## src/design/lfr_pkg.sv

```systemverilog
// Package for the linear fade ramp generator.
// Holds request codes, fixed field widths and the state types.
// No dependencies.
package lfr_pkg;

  // Fixed field widths
  localparam int unsigned REQ_W = 3;
  localparam int unsigned ID_W  = 8;

  // Request codes
  localparam logic [REQ_W-1:0] REQ_TICK   = 3'd0;
  localparam logic [REQ_W-1:0] REQ_START  = 3'd1;
  localparam logic [REQ_W-1:0] REQ_PAUSE  = 3'd2;
  localparam logic [REQ_W-1:0] REQ_RESUME = 3'd3;
  localparam logic [REQ_W-1:0] REQ_STOP   = 3'd4;
  localparam logic [REQ_W-1:0] REQ_ADD    = 3'd5;

  // Top-level sequencer states
  typedef enum logic [1:0] {
    ST_IDLE,
    ST_CALC,
    ST_SEND
  } lfr_state_t;

  // Serial multiply/divide phases
  typedef enum logic [1:0] {
    PH_IDLE,
    PH_MUL,
    PH_DIV
  } lfr_phase_t;

endpackage

```

## src/design/lfr_ramp_unit.sv

```systemverilog
// Bit-serial ramp step unit: q = floor(elapsed * diff / length).
// One shift-add multiply bit per cycle, then one restoring divide bit per cycle.
// Depends on lfr_pkg.
module lfr_ramp_unit
  import lfr_pkg::*;
#(
  parameter int unsigned LEVEL_WIDTH = 16,
  parameter int unsigned TIME_WIDTH  = 24
) (
  input  logic                   clk,
  input  logic                   rst_n,
  input  logic                   start,
  input  logic [TIME_WIDTH-1:0]  elapsed,
  input  logic [LEVEL_WIDTH-1:0] diff,
  input  logic [TIME_WIDTH-1:0]  length,
  output logic                   done,
  output logic [LEVEL_WIDTH-1:0] quot
);

  localparam int unsigned PW    = LEVEL_WIDTH + TIME_WIDTH;
  localparam int unsigned MAXW  = (TIME_WIDTH > LEVEL_WIDTH) ? TIME_WIDTH : LEVEL_WIDTH;
  localparam int unsigned CNT_W = $clog2(MAXW);

  lfr_phase_t             ph_r, ph_nxt;
  logic [CNT_W-1:0]       cnt_r, cnt_nxt;
  logic                   done_r, done_nxt;
  logic [PW-1:0]          prod_r, prod_nxt;
  logic [LEVEL_WIDTH-1:0] mcand_r, mcand_nxt;
  logic [TIME_WIDTH-1:0]  len_r, len_nxt;

  // datapath step terms
  logic [LEVEL_WIDTH:0]   mul_sum;
  logic [TIME_WIDTH:0]    div_trial;
  logic [TIME_WIDTH-1:0]  div_sub;
  logic                   div_ge;
  logic [TIME_WIDTH-1:0]  div_rem;

  // multiply step: add multiplicand into the upper half, shift right
  assign mul_sum = {1'b0, prod_r[PW-1:TIME_WIDTH]}
                 + (prod_r[0] ? {1'b0, mcand_r} : '0);

  // divide step: shift one product bit into the remainder, trial subtract
  // (the difference is below length whenever it is kept, so TIME_WIDTH bits hold it)
  assign div_trial = {prod_r[PW-1:LEVEL_WIDTH], prod_r[LEVEL_WIDTH-1]};
  assign div_sub   = div_trial[TIME_WIDTH-1:0] - len_r;
  assign div_ge    = (div_trial >= {1'b0, len_r});
  assign div_rem   = div_ge ? div_sub : div_trial[TIME_WIDTH-1:0];

  always_comb begin
    ph_nxt    = ph_r;
    cnt_nxt   = cnt_r;
    done_nxt  = 1'b0;
    prod_nxt  = prod_r;
    mcand_nxt = mcand_r;
    len_nxt   = len_r;
    unique case (ph_r)
      PH_IDLE: begin
        if (start) begin
          prod_nxt  = {{LEVEL_WIDTH{1'b0}}, elapsed};
          mcand_nxt = diff;
          len_nxt   = length;
          cnt_nxt   = CNT_W'(TIME_WIDTH - 1);
          ph_nxt    = PH_MUL;
        end
      end
      PH_MUL: begin
        prod_nxt = {mul_sum, prod_r[TIME_WIDTH-1:1]};
        cnt_nxt  = cnt_r - 1'b1;
        if (cnt_r == '0) begin
          cnt_nxt = CNT_W'(LEVEL_WIDTH - 1);
          ph_nxt  = PH_DIV;
        end
      end
      PH_DIV: begin
        prod_nxt = {div_rem, prod_r[LEVEL_WIDTH-2:0], div_ge};
        cnt_nxt  = cnt_r - 1'b1;
        if (cnt_r == '0) begin
          done_nxt = 1'b1;
          ph_nxt   = PH_IDLE;
        end
      end
      default: ph_nxt = PH_IDLE;
    endcase
  end

  // control registers
  always_ff @(posedge clk) begin
    if (!rst_n) begin
      ph_r   <= PH_IDLE;
      done_r <= 1'b0;
      cnt_r  <= '0;
    end else begin
      ph_r   <= ph_nxt;
      done_r <= done_nxt;
      cnt_r  <= cnt_nxt;
    end
  end

  // operand and shift registers
  always_ff @(posedge clk) begin
    prod_r  <= prod_nxt;
    mcand_r <= mcand_nxt;
    len_r   <= len_nxt;
  end

  assign done = done_r;
  assign quot = prod_r[LEVEL_WIDTH-1:0];

endmodule

```

## src/design/linear_fade_ramp_generator_top.sv

```systemverilog
// Top level of the linear fade ramp generator.
// Holds the fade state, the request sequencer and the output register.
// Depends on lfr_pkg and lfr_ramp_unit.
//
// Usage:
//   Input channel (in_valid/in_ready) carries one request per beat: tick,
//   start fade, pause, resume, stop or add time, with the master enable,
//   target level and a duration. Every request yields exactly one result
//   beat on the output channel (out_valid/out_ready) with the level, the
//   running flag, the end flag with its fade id, and the tick counters.
//   cfg_we/cfg_wdata write the fade id; write it only while idle.
//   A request that does not move the ramp has its result in the output
//   register in the cycle after acceptance. A tick that moves the ramp
//   runs the serial multiply/divide unit, a multiply phase then a divide
//   phase; the sequencer waits for it in ST_CALC, then loads the result
//   from ST_SEND once the output register is free.
//   One request is in flight at a time; the next beat is taken once its
//   result has been loaded and the output register is free or being read.
//   A stalled receiver holds the output register and with it the input.
//   Reset (rst_n low, synchronous) clears the level, all fade state and the
//   fade id to zero, with no result pending.
module linear_fade_ramp_generator_top
  import lfr_pkg::*;
#(
  parameter int unsigned LEVEL_WIDTH = 16,
  parameter int unsigned TIME_WIDTH  = 24
) (
  input  logic                   clk,
  input  logic                   rst_n,
  // configuration
  input  logic                   cfg_we,
  input  logic [ID_W-1:0]        cfg_wdata,
  // request channel
  input  logic                   in_valid,
  output logic                   in_ready,
  input  logic [REQ_W-1:0]       in_req_type,
  input  logic                   in_master_active,
  input  logic [LEVEL_WIDTH-1:0] in_target_level,
  input  logic [TIME_WIDTH-1:0]  in_duration_ticks,
  // result channel
  output logic                   out_valid,
  input  logic                   out_ready,
  output logic [LEVEL_WIDTH-1:0] out_level,
  output logic                   out_fade_running,
  output logic                   out_fade_end,
  output logic [ID_W-1:0]        out_end_id,
  output logic [TIME_WIDTH-1:0]  out_ticks_left,
  output logic [TIME_WIDTH-1:0]  out_ticks_elapsed
);

  localparam logic [TIME_WIDTH-1:0] TIME_MAX = {TIME_WIDTH{1'b1}};

  lfr_state_t             state_r, state_nxt;
  logic [ID_W-1:0]        fade_id_r;
  logic                   running_r, running_nxt;
  logic                   held_r, held_nxt;
  logic [LEVEL_WIDTH-1:0] start_lvl_r, start_lvl_nxt;
  logic [LEVEL_WIDTH-1:0] end_lvl_r, end_lvl_nxt;
  logic [LEVEL_WIDTH-1:0] cur_lvl_r, cur_lvl_nxt;
  logic [TIME_WIDTH-1:0]  elapsed_r, elapsed_nxt;
  logic [TIME_WIDTH-1:0]  length_r, length_nxt;

  logic                   out_valid_r, out_valid_nxt;
  logic [LEVEL_WIDTH-1:0] out_level_r;
  logic                   out_running_r;
  logic                   out_end_r;
  logic [ID_W-1:0]        out_id_r;
  logic [TIME_WIDTH-1:0]  out_left_r;
  logic [TIME_WIDTH-1:0]  out_elapsed_r;

  logic                   out_free;
  logic                   in_fire;
  logic                   load_out;
  logic                   ended;
  logic                   ramp_start;
  logic                   ramp_done;
  logic [LEVEL_WIDTH-1:0] ramp_quot;
  logic                   rising;
  logic [LEVEL_WIDTH-1:0] lvl_diff;
  logic [LEVEL_WIDTH-1:0] ramp_lvl;
  logic [TIME_WIDTH:0]    el_inc;
  logic [TIME_WIDTH-1:0]  el_sat;
  logic [TIME_WIDTH:0]    len_add;
  logic [TIME_WIDTH-1:0]  len_sat;
  logic                   tick_live;

  assign out_free = !out_valid_r || out_ready;
  assign in_ready = (state_r == ST_IDLE) && out_free;
  assign in_fire  = in_valid && in_ready;

  // ramp direction and span
  assign rising   = (end_lvl_r >= start_lvl_r);
  assign lvl_diff = rising ? (end_lvl_r - start_lvl_r) : (start_lvl_r - end_lvl_r);
  assign ramp_lvl = rising ? (start_lvl_r + ramp_quot) : (start_lvl_r - ramp_quot);

  // saturating time adds
  assign el_inc  = {1'b0, elapsed_r} + 1'b1;
  assign el_sat  = el_inc[TIME_WIDTH] ? TIME_MAX : el_inc[TIME_WIDTH-1:0];
  assign len_add = {1'b0, length_r} + {1'b0, in_duration_ticks};
  assign len_sat = len_add[TIME_WIDTH] ? TIME_MAX : len_add[TIME_WIDTH-1:0];

  assign tick_live = running_r && !held_r && in_master_active;

  lfr_ramp_unit #(
    .LEVEL_WIDTH (LEVEL_WIDTH),
    .TIME_WIDTH  (TIME_WIDTH)
  ) u_ramp (
    .clk     (clk),
    .rst_n   (rst_n),
    .start   (ramp_start),
    .elapsed (el_sat),
    .diff    (lvl_diff),
    .length  (length_r),
    .done    (ramp_done),
    .quot    (ramp_quot)
  );

  // request sequencer and state update
  always_comb begin
    state_nxt     = state_r;
    running_nxt   = running_r;
    held_nxt      = held_r;
    start_lvl_nxt = start_lvl_r;
    end_lvl_nxt   = end_lvl_r;
    cur_lvl_nxt   = cur_lvl_r;
    elapsed_nxt   = elapsed_r;
    length_nxt    = length_r;
    load_out      = 1'b0;
    ended         = 1'b0;
    ramp_start    = 1'b0;
    unique case (state_r)
      ST_IDLE: begin
        if (in_fire) begin
          load_out = 1'b1;
          unique case (in_req_type)
            REQ_TICK: begin
              if (tick_live) begin
                elapsed_nxt = el_sat;
                if (el_sat > length_r) begin
                  cur_lvl_nxt = end_lvl_r;
                  running_nxt = 1'b0;
                  ended       = 1'b1;
                end else begin
                  load_out   = 1'b0;
                  ramp_start = 1'b1;
                  state_nxt  = ST_CALC;
                end
              end
            end
            REQ_START: begin
              if (in_master_active) begin
                start_lvl_nxt = cur_lvl_r;
                end_lvl_nxt   = in_target_level;
                elapsed_nxt   = '0;
                length_nxt    = in_duration_ticks;
                running_nxt   = 1'b1;
                held_nxt      = 1'b0;
              end
            end
            REQ_PAUSE: begin
              if (running_r) held_nxt = 1'b1;
            end
            REQ_RESUME: begin
              if (running_r && held_r) held_nxt = 1'b0;
            end
            REQ_STOP: running_nxt = 1'b0;
            REQ_ADD:  length_nxt  = len_sat;
            default: ;
          endcase
        end
      end
      ST_CALC: begin
        if (ramp_done) begin
          cur_lvl_nxt = ramp_lvl;
          state_nxt   = ST_SEND;
        end
      end
      ST_SEND: begin
        if (out_free) begin
          load_out  = 1'b1;
          state_nxt = ST_IDLE;
        end
      end
      default: state_nxt = ST_IDLE;
    endcase
  end

  assign out_valid_nxt = load_out ? 1'b1 : (out_ready ? 1'b0 : out_valid_r);

  // control and fade state registers
  always_ff @(posedge clk) begin
    if (!rst_n) begin
      state_r     <= ST_IDLE;
      fade_id_r   <= '0;
      running_r   <= 1'b0;
      held_r      <= 1'b0;
      start_lvl_r <= '0;
      end_lvl_r   <= '0;
      cur_lvl_r   <= '0;
      elapsed_r   <= '0;
      length_r    <= '0;
      out_valid_r <= 1'b0;
    end else begin
      state_r     <= state_nxt;
      if (cfg_we) fade_id_r <= cfg_wdata;
      running_r   <= running_nxt;
      held_r      <= held_nxt;
      start_lvl_r <= start_lvl_nxt;
      end_lvl_r   <= end_lvl_nxt;
      cur_lvl_r   <= cur_lvl_nxt;
      elapsed_r   <= elapsed_nxt;
      length_r    <= length_nxt;
      out_valid_r <= out_valid_nxt;
    end
  end

  // output register, loaded from the updated state
  always_ff @(posedge clk) begin
    if (load_out) begin
      out_level_r   <= cur_lvl_nxt;
      out_running_r <= running_nxt;
      out_end_r     <= ended;
      out_id_r      <= ended ? fade_id_r : '0;
      out_left_r    <= (elapsed_nxt > length_nxt) ? '0 : (length_nxt - elapsed_nxt);
      out_elapsed_r <= elapsed_nxt;
    end
  end

  assign out_valid         = out_valid_r;
  assign out_level         = out_level_r;
  assign out_fade_running  = out_running_r;
  assign out_fade_end      = out_end_r;
  assign out_end_id        = out_id_r;
  assign out_ticks_left    = out_left_r;
  assign out_ticks_elapsed = out_elapsed_r;

  // a finished fade reports itself stopped with no ticks left
  a_end_consistent: assert property (@(posedge clk) disable iff (!rst_n)
    out_valid_r && out_end_r |-> !out_running_r && (out_left_r == '0))
    else $error("fade end beat with running flag or ticks left");

  // the serial unit only finishes while the sequencer waits for it
  a_done_in_calc: assert property (@(posedge clk) disable iff (!rst_n)
    ramp_done |-> (state_r == ST_CALC))
    else $error("ramp unit finished outside of calculation");

  // a result never overwrites one still waiting for the receiver
  a_no_overwrite: assert property (@(posedge clk) disable iff (!rst_n)
    load_out |-> (!out_valid_r || out_ready))
    else $error("output register overwritten while stalled");

  // a ramp start always leaves the sequencer in calculation
  a_start_calc: assert property (@(posedge clk) disable iff (!rst_n)
    ramp_start |=> (state_r == ST_CALC))
    else $error("ramp started without entering calculation");

endmodule
```

## config.mk

```make
export PLATFORM = sky130hd
export DESIGN_NAME = linear_fade_ramp_generator_top
export DESIGN_NICKNAME = d
export VERILOG_FILES = /design/src/design/lfr_pkg.sv /design/src/design/lfr_ramp_unit.sv /design/src/design/linear_fade_ramp_generator_top.sv
export SDC_FILE = /design/constraint.sdc
export NUM_CORES = 1
export LEC_CHECK = 0
export BUFFER_PORTS_ARGS = -buffer_cell sky130_fd_sc_hd__buf_2
export CORE_MARGIN = 4
export CORE_UTILIZATION = 60
export CTS_CLUSTER_DIAMETER = 120
export DETAILED_ROUTE_END_ITERATION = 10
export GPL_TIMING_DRIVEN = 0
export PLACE_DENSITY_LB_ADDON = 0.15
export SYNTH_ARGS = -nofsm -noshare
export SYNTH_HDL_FRONTEND = slang
export SYNTH_SLANG_ARGS = --single-unit
```

## constraint.sdc

```tcl
create_clock -name clk -period 9.35 [get_ports clk]
set_input_delay 1.4025 -clock clk [delete_from_list [all_inputs] [get_ports clk]]
set_output_delay 1.4025 -clock clk [all_outputs]
set_load 0.05 [all_outputs]
```

[Word level (Yosys, flattened, before mapping)]
Cells that the tools add are included.
Storage, ports and cells
  register bits: 271
  input bits: 57
  output and inout port bits: 76
  logic and storage cells: 144
Operators by class
  add/subtract/negate cells: 10
  $lt $le $gt $ge: 4
  equal/unequal tests: 21
  muxes and demuxes: 65
  reductions and logical operators: 22
Operators with widths (count)
  $mux 24: 10
  $mux 16: 8
  $pmux 40 s3: 1
  $pmux 24 s2: 2
  $gt 24x24->1: 2
  $sub 16x16->16: 3
  $sub 24x24->24: 2
  $mux 40: 1
  $pmux 16 s2: 1
  $add 24x1->25 const B: 1
  $add 24x24->25: 1
  $ge 25x24->1: 1
  $mux 1: 25
  $mux 2: 9
  $add 16x17->17: 1
  $add 16x16->16: 1
  $ge 16x16->1: 1
  $ne 2x2->1 const B: 8
  $pmux 5 s3: 1
  $pmux 2 s3: 2
  $reduce_and 6->1: 2
  $mux 5: 2
  $ne 2x1->1 const B: 4
  $eq 3x2->1 const B: 2
  other kinds (18): 31

[Depth between registers and ports, before layout]
  depth after elaboration: 10
  mapped depth: 23

[Cells and area by module]
From an unflattened synthesis, not the netlist that was laid out.
Second synthesis, totals
  cell total of the unflattened synthesis: 2191
  area total of the unflattened synthesis: 19276.0 um^2
Modules (own cells, without submodules)
  linear_fade_ramp_generator_top: instances 1, cells an instance 1576, area an instance 13172.6 um^2, sequential area each 4404.2 um^2
  lfr_ramp_unit: instances 1, cells an instance 615, area an instance 6103.4 um^2, sequential area each 2562.5 um^2

[Worst setup path before layout]
OpenSTA, ideal clock, no wires.
  kind: in2reg
  start: input out_ready
  end: register out_id_r[0], in the netlist out_end_id[0], enable pin
  setup time: 0.615 ns
  arrival time: 6.925 ns
  path slack: 1.810 ns
  cell stages on the path: 2
  cells stage by stage: nor2b_1 > o31ai_1
On the way
  cells in the longest elaborated chain, start to end: 5
  elaborated cells on any way between the ends: 6
RTL lines
  start, declared: RTL line linear_fade_ramp_generator_top.sv:42  | input logic out_ready,
  $logic_or 1x1->1 (*): RTL line linear_fade_ramp_generator_top.sv:87  | assign out_free = !out_valid_r || out_ready;
  $logic_and 1x1->1: RTL line linear_fade_ramp_generator_top.sv:88  | assign in_ready = (state_r == ST_IDLE) && out_free;
  $logic_and 1x1->1: RTL line linear_fade_ramp_generator_top.sv:89  | assign in_fire = in_valid && in_ready;
  $mux 1: RTL line linear_fade_ramp_generator_top.sv:133  | if (in_fire) begin
  $pmux 1 s2 (*): RTL line linear_fade_ramp_generator_top.sv:131  | unique case (state_r)
  net load_out: RTL line linear_fade_ramp_generator_top.sv:73  | logic load_out;
  end signal, assigned: RTL line linear_fade_ramp_generator_top.sv:223  | out_id_r <= ended ? fade_id_r : '0;
  end, declared: RTL line linear_fade_ramp_generator_top.sv:67  | logic [ID_W-1:0] out_id_r;
The timed path passes the listed nets; every way through them passes the cells marked *.
A chain may end at the register's enable or synchronous reset.

[Worst setup path in the final report]
  start: input in_duration_ticks[0]
  end: register out_left_r[22], in the netlist out_ticks_left[22] (data pin)
On the way
  cells in the longest elaborated chain, start to end: 6
  elaborated cells on any way between the ends: 8
RTL lines
  start, declared: RTL line linear_fade_ramp_generator_top.sv:39  | input logic [TIME_WIDTH-1:0] in_duration_ticks,
  $add 24x24->25: RTL line linear_fade_ramp_generator_top.sv:99  | assign len_add = {1'b0, length_r} + {1'b0, in_duration_ticks};
  $mux 24: RTL line linear_fade_ramp_generator_top.sv:100  | assign len_sat = len_add[TIME_WIDTH] ? TIME_MAX : len_add[TIME_WIDTH-1:0];
  $pmux 24 s2 (*): RTL line linear_fade_ramp_generator_top.sv:135  | unique case (in_req_type)
  $mux 24 (*): RTL line linear_fade_ramp_generator_top.sv:133
  $mux 24 (*): RTL line linear_fade_ramp_generator_top.sv:131
  $sub 24x24->24 or $gt 24x24->1 (tied branches): RTL line linear_fade_ramp_generator_top.sv:224  | out_left_r <= (elapsed_nxt > length_nxt) ? '0 : (length_nxt - elapsed_nxt);
  end signal, assigned: RTL line linear_fade_ramp_generator_top.sv:224
  end, declared: RTL line linear_fade_ramp_generator_top.sv:68  | logic [TIME_WIDTH-1:0] out_left_r;
Every way passes the cells marked *; elsewhere a longest branch is shown, timed or not.

==> run metrics <==
outcome=completed; fraction of final layout cells sized beyond drive strength 1=roughly a tenth; async set or reset register ratio after synthesis=0%; number of hold-slack violations in the final timing report=0; maximum achievable frequency=between 0.1 and 0.15 GHz; vias in the first global route=between 15000 and 20000; Main synth FF type=edfxtp_1; setup slack on the worst flop-to-flop path=around 2.4 ns; setup repair after global routing missed its margin=false; antenna violations before repair=2; clock tree from TritonCTS=done; Worst Hold Slack=~0.45 ns; Clock Sink Count=271; Setup Viol. Count Final=0; most area-consuming cells after synthesis=edfxtp_1 25%, dfxtp_1 13%, ha_1 11%; Vert. Die Dim=184 um; synthesized area divided by synthesized cell count=around 9.0 um^2; Leakage Power=slightly below 9 nW; Power Dens Cells=between 100 and 150 nW/um^2; leading cell types in the layout, fill and taps excluded=216 x nand2_1, 165 x ha_1, 159 x a21oi_1, 154 x edfxtp_1, 150 x nor2_1; worst-case reg-to-reg path depth=21; maximum clock path buffer count=3; Slew Limit Fails=0; Worst-path clk slew=~0.06 ns; Final Critical Period=7.50 ns; Netlist cell types=slightly above 80; endpoint class of the critical path=flip-flop; cell count after synthesis=2055; commonest non-fill, non-tap cell in the layout=nand2_1; Hold EP=start_lvl_r[10]; number of max-capacitance violations reported=0; number of fill cells=around 2400; reg2reg end=out_ticks_left[22]; Core ar.=30500 um^2; warning count from the yosys run=0; detailed-route wire length=55000 um; Post-CTS Repair Setup Buffers=0; sequential cell area fraction in the yosys report=37.6%; initial drt markers=1652; worst IR drop on VDD=between 150 and 200 uV; total number of vias=between 15000 and 20000; number of detailed-route iterations in the first pass=6; site row count=between 60 and 70; fin crit share=80.3%; number of buffers added to fix hold violations after cts=0; worst max-slew margin expressed relative to the limit=8.53%; Tightest Pin Transition=roughly 1.4 ns; horizontal die dimension=~180 um; initial cell density of the core=60.7%; first-pass GRT wire length=around 86000 um; critical path data arrival time=roughly 7.8 ns; latest clock arrival within the worst-skew pair=approximately 0.56 ns; overall die area=between 30000 and 40000 um^2; largest net degree at the start of global routing=41; detailed-route DRC error count=0; startpoint of the worst hold path=cur_lvl_r[10]; Layout Nets=around 2500; DR WL/cell=roughly 21 um; number of top-level pins=133; FF-to-FF Start=length_r[0]; Syn Std Cell Area=roughly 19000 um^2; post_cts resized=0; sum of overflow across all layers after global routing=0; number of levels the H-tree was split into=1; total nets after synthesis=2284; post-layout total power=between 2 and 3 mW; Clock Skews=~0.012 ns; top cell type's share of synthesized area=roughly a quarter; post-detailed-placement half-perimeter wirelength=43000 um; clock buffer count from CTS=30; port buffer count=130; remaining number of nets flagged by the antenna check after routing=0; Synth area leader=edfxtp_1; Hold Crit Class=flip-flop to flip-flop; Worst setup SP type=input port; overall track demand over capacity in global routing=31.9%; layout overhead on the synthesized area=12.3%; launch point of the critical path=in_duration_ticks[0]; root buffer cell=clkbuf_16; flop and latch count out of synthesis=~270; routed vias/inst=around 6.3; maximum fanout along the worst path=10; Worst Setup Path Type=input port to flip-flop; CP required=approximately 9.6 ns; hold depth=2; gp weighted congestion=0.984; count of flip-flops with a built-in enable after synthesis=~150
power breakdown:
part           leakage, nW  internal [mW]  switching, mW
logic                 5.97          0.132          0.286
registers             2.39           1.29         0.0135
clock network        0.522          0.747          0.498
layout make-up:
cell class              count  area [um^2]  area share (%)
multi-input cells        1562        10700            51.4
clock inverters            12          115           0.553
flip-flops and latches    271         6970            33.5
plain buffers              74          314            1.51
repair buffers            134          716            3.44
well taps                 396          495            2.38
clock buffers              44          937            4.50
diodes                      2         5.00          0.0241
inverters                 148          556            2.67
metrics by stage:
stage / TNS, ns / worst slack (ns) / cells / area, um^2 / util (%)
global route: 0 / 1.52 / 2641 / 20800 / 68.2
detailed placement: 0 / 1.36 / 2585 / 19700 / 64.7
CTS: 0 / 1.93 / 2641 / 20800 / 68.2
floorplan: 0 / 1.81 / 2055 / 18500 / -
finish: 0 / 1.85 / 2643 / 20800 / 68.2
global placement: -27.47 / -0.380 / 2581 / 19700 / 64.5
critical path, stage by stage:
cell	delay [ns]
buf_2	0.12
ha_1	0.22
fa_1	0.44
a211oi_1	0.35
o211ai_1	0.25
and4_1	0.31
o21ai_0	0.17
a21oi_1	0.22
or3_1	0.38
a222oi_1	0.70
ha_1	0.31
fa_1	0.20
nor2b_1	0.08
o31ai_1	0.38
a211oi_1	0.17
nand3b_1	0.26
a41o_1	0.31
a31oi_1	0.38
a31oi_1	0.17
o21ai_0	0.37
clkbuf_1	0.47
nor3_1	0.12
sequential cells by signal, summed over array words and instances (netlist names), 16 cells and up, named ones only:
name and flops:
start_lvl_r 16, out_level 16, u_ramp.mcand_r 16, cur_lvl_r 16, u_ramp.len_r 24, out_ticks_elapsed 24, elapsed_r 24, out_ticks_left 24
end_lvl_r 16, u_ramp.prod_r 40, length_r 23
cell families after synthesis:
kind of cell / after synthesis / synth area share [%]
simple gates: 616 / 15.6
fa+ha+maj: 172 / 11.9
compound gates: 604 / 21.7
mux: 47 / 2.60
xor+xnor: 123 / 5.82
flops: 271 / 37.6
buf+inv: 222 / 4.70
how the worst max path moves through the flow:
stage / slack, ns / cells past startpoint / endpoint
2_1_floorplan: 1.81 / 2 / out_end_id[0]
5_1_grt: 1.52 / 21 / out_ticks_left[7]
4_1_cts: 1.93 / 22 / out_ticks_left[15]
3_3_place_gp: -0.38 / 3 / out_ticks_elapsed[10]
3_5_place_dp: 1.36 / 22 / out_ticks_left[22]
6_report: 1.85 / 22 / out_ticks_left[22]
metal layers:
layer | GRT usage [%] | up-vias | part of all wire (%)
li1 | - | 7846 | -
met1 | 46.8 | 7916 | 44
met2 | 49.5 | 761 | 44
met3 | 6.00 | 115 | 9.6
met4 | 7.33 | 2 | 2.4
met5 | 0 | - | 0.024
synthesized netlist by cell type, types with 43 or more instances:
| cell type | count |
|---|---|
| and2_1 | 56 |
| a21oi_1 | 159 |
| xnor2_1 | 69 |
| nand2_1 | 216 |
| a21o_1 | 43 |
| inv_1 | 146 |
| dfxtp_1 | 117 |
| nor2_1 | 150 |
| o21ai_0 | 110 |
| edfxtp_1 | 154 |
| xor2_1 | 54 |
| clkbuf_1 | 61 |
| ha_1 | 165 |
No activity file was read; power rests on OpenSTA's default activity.
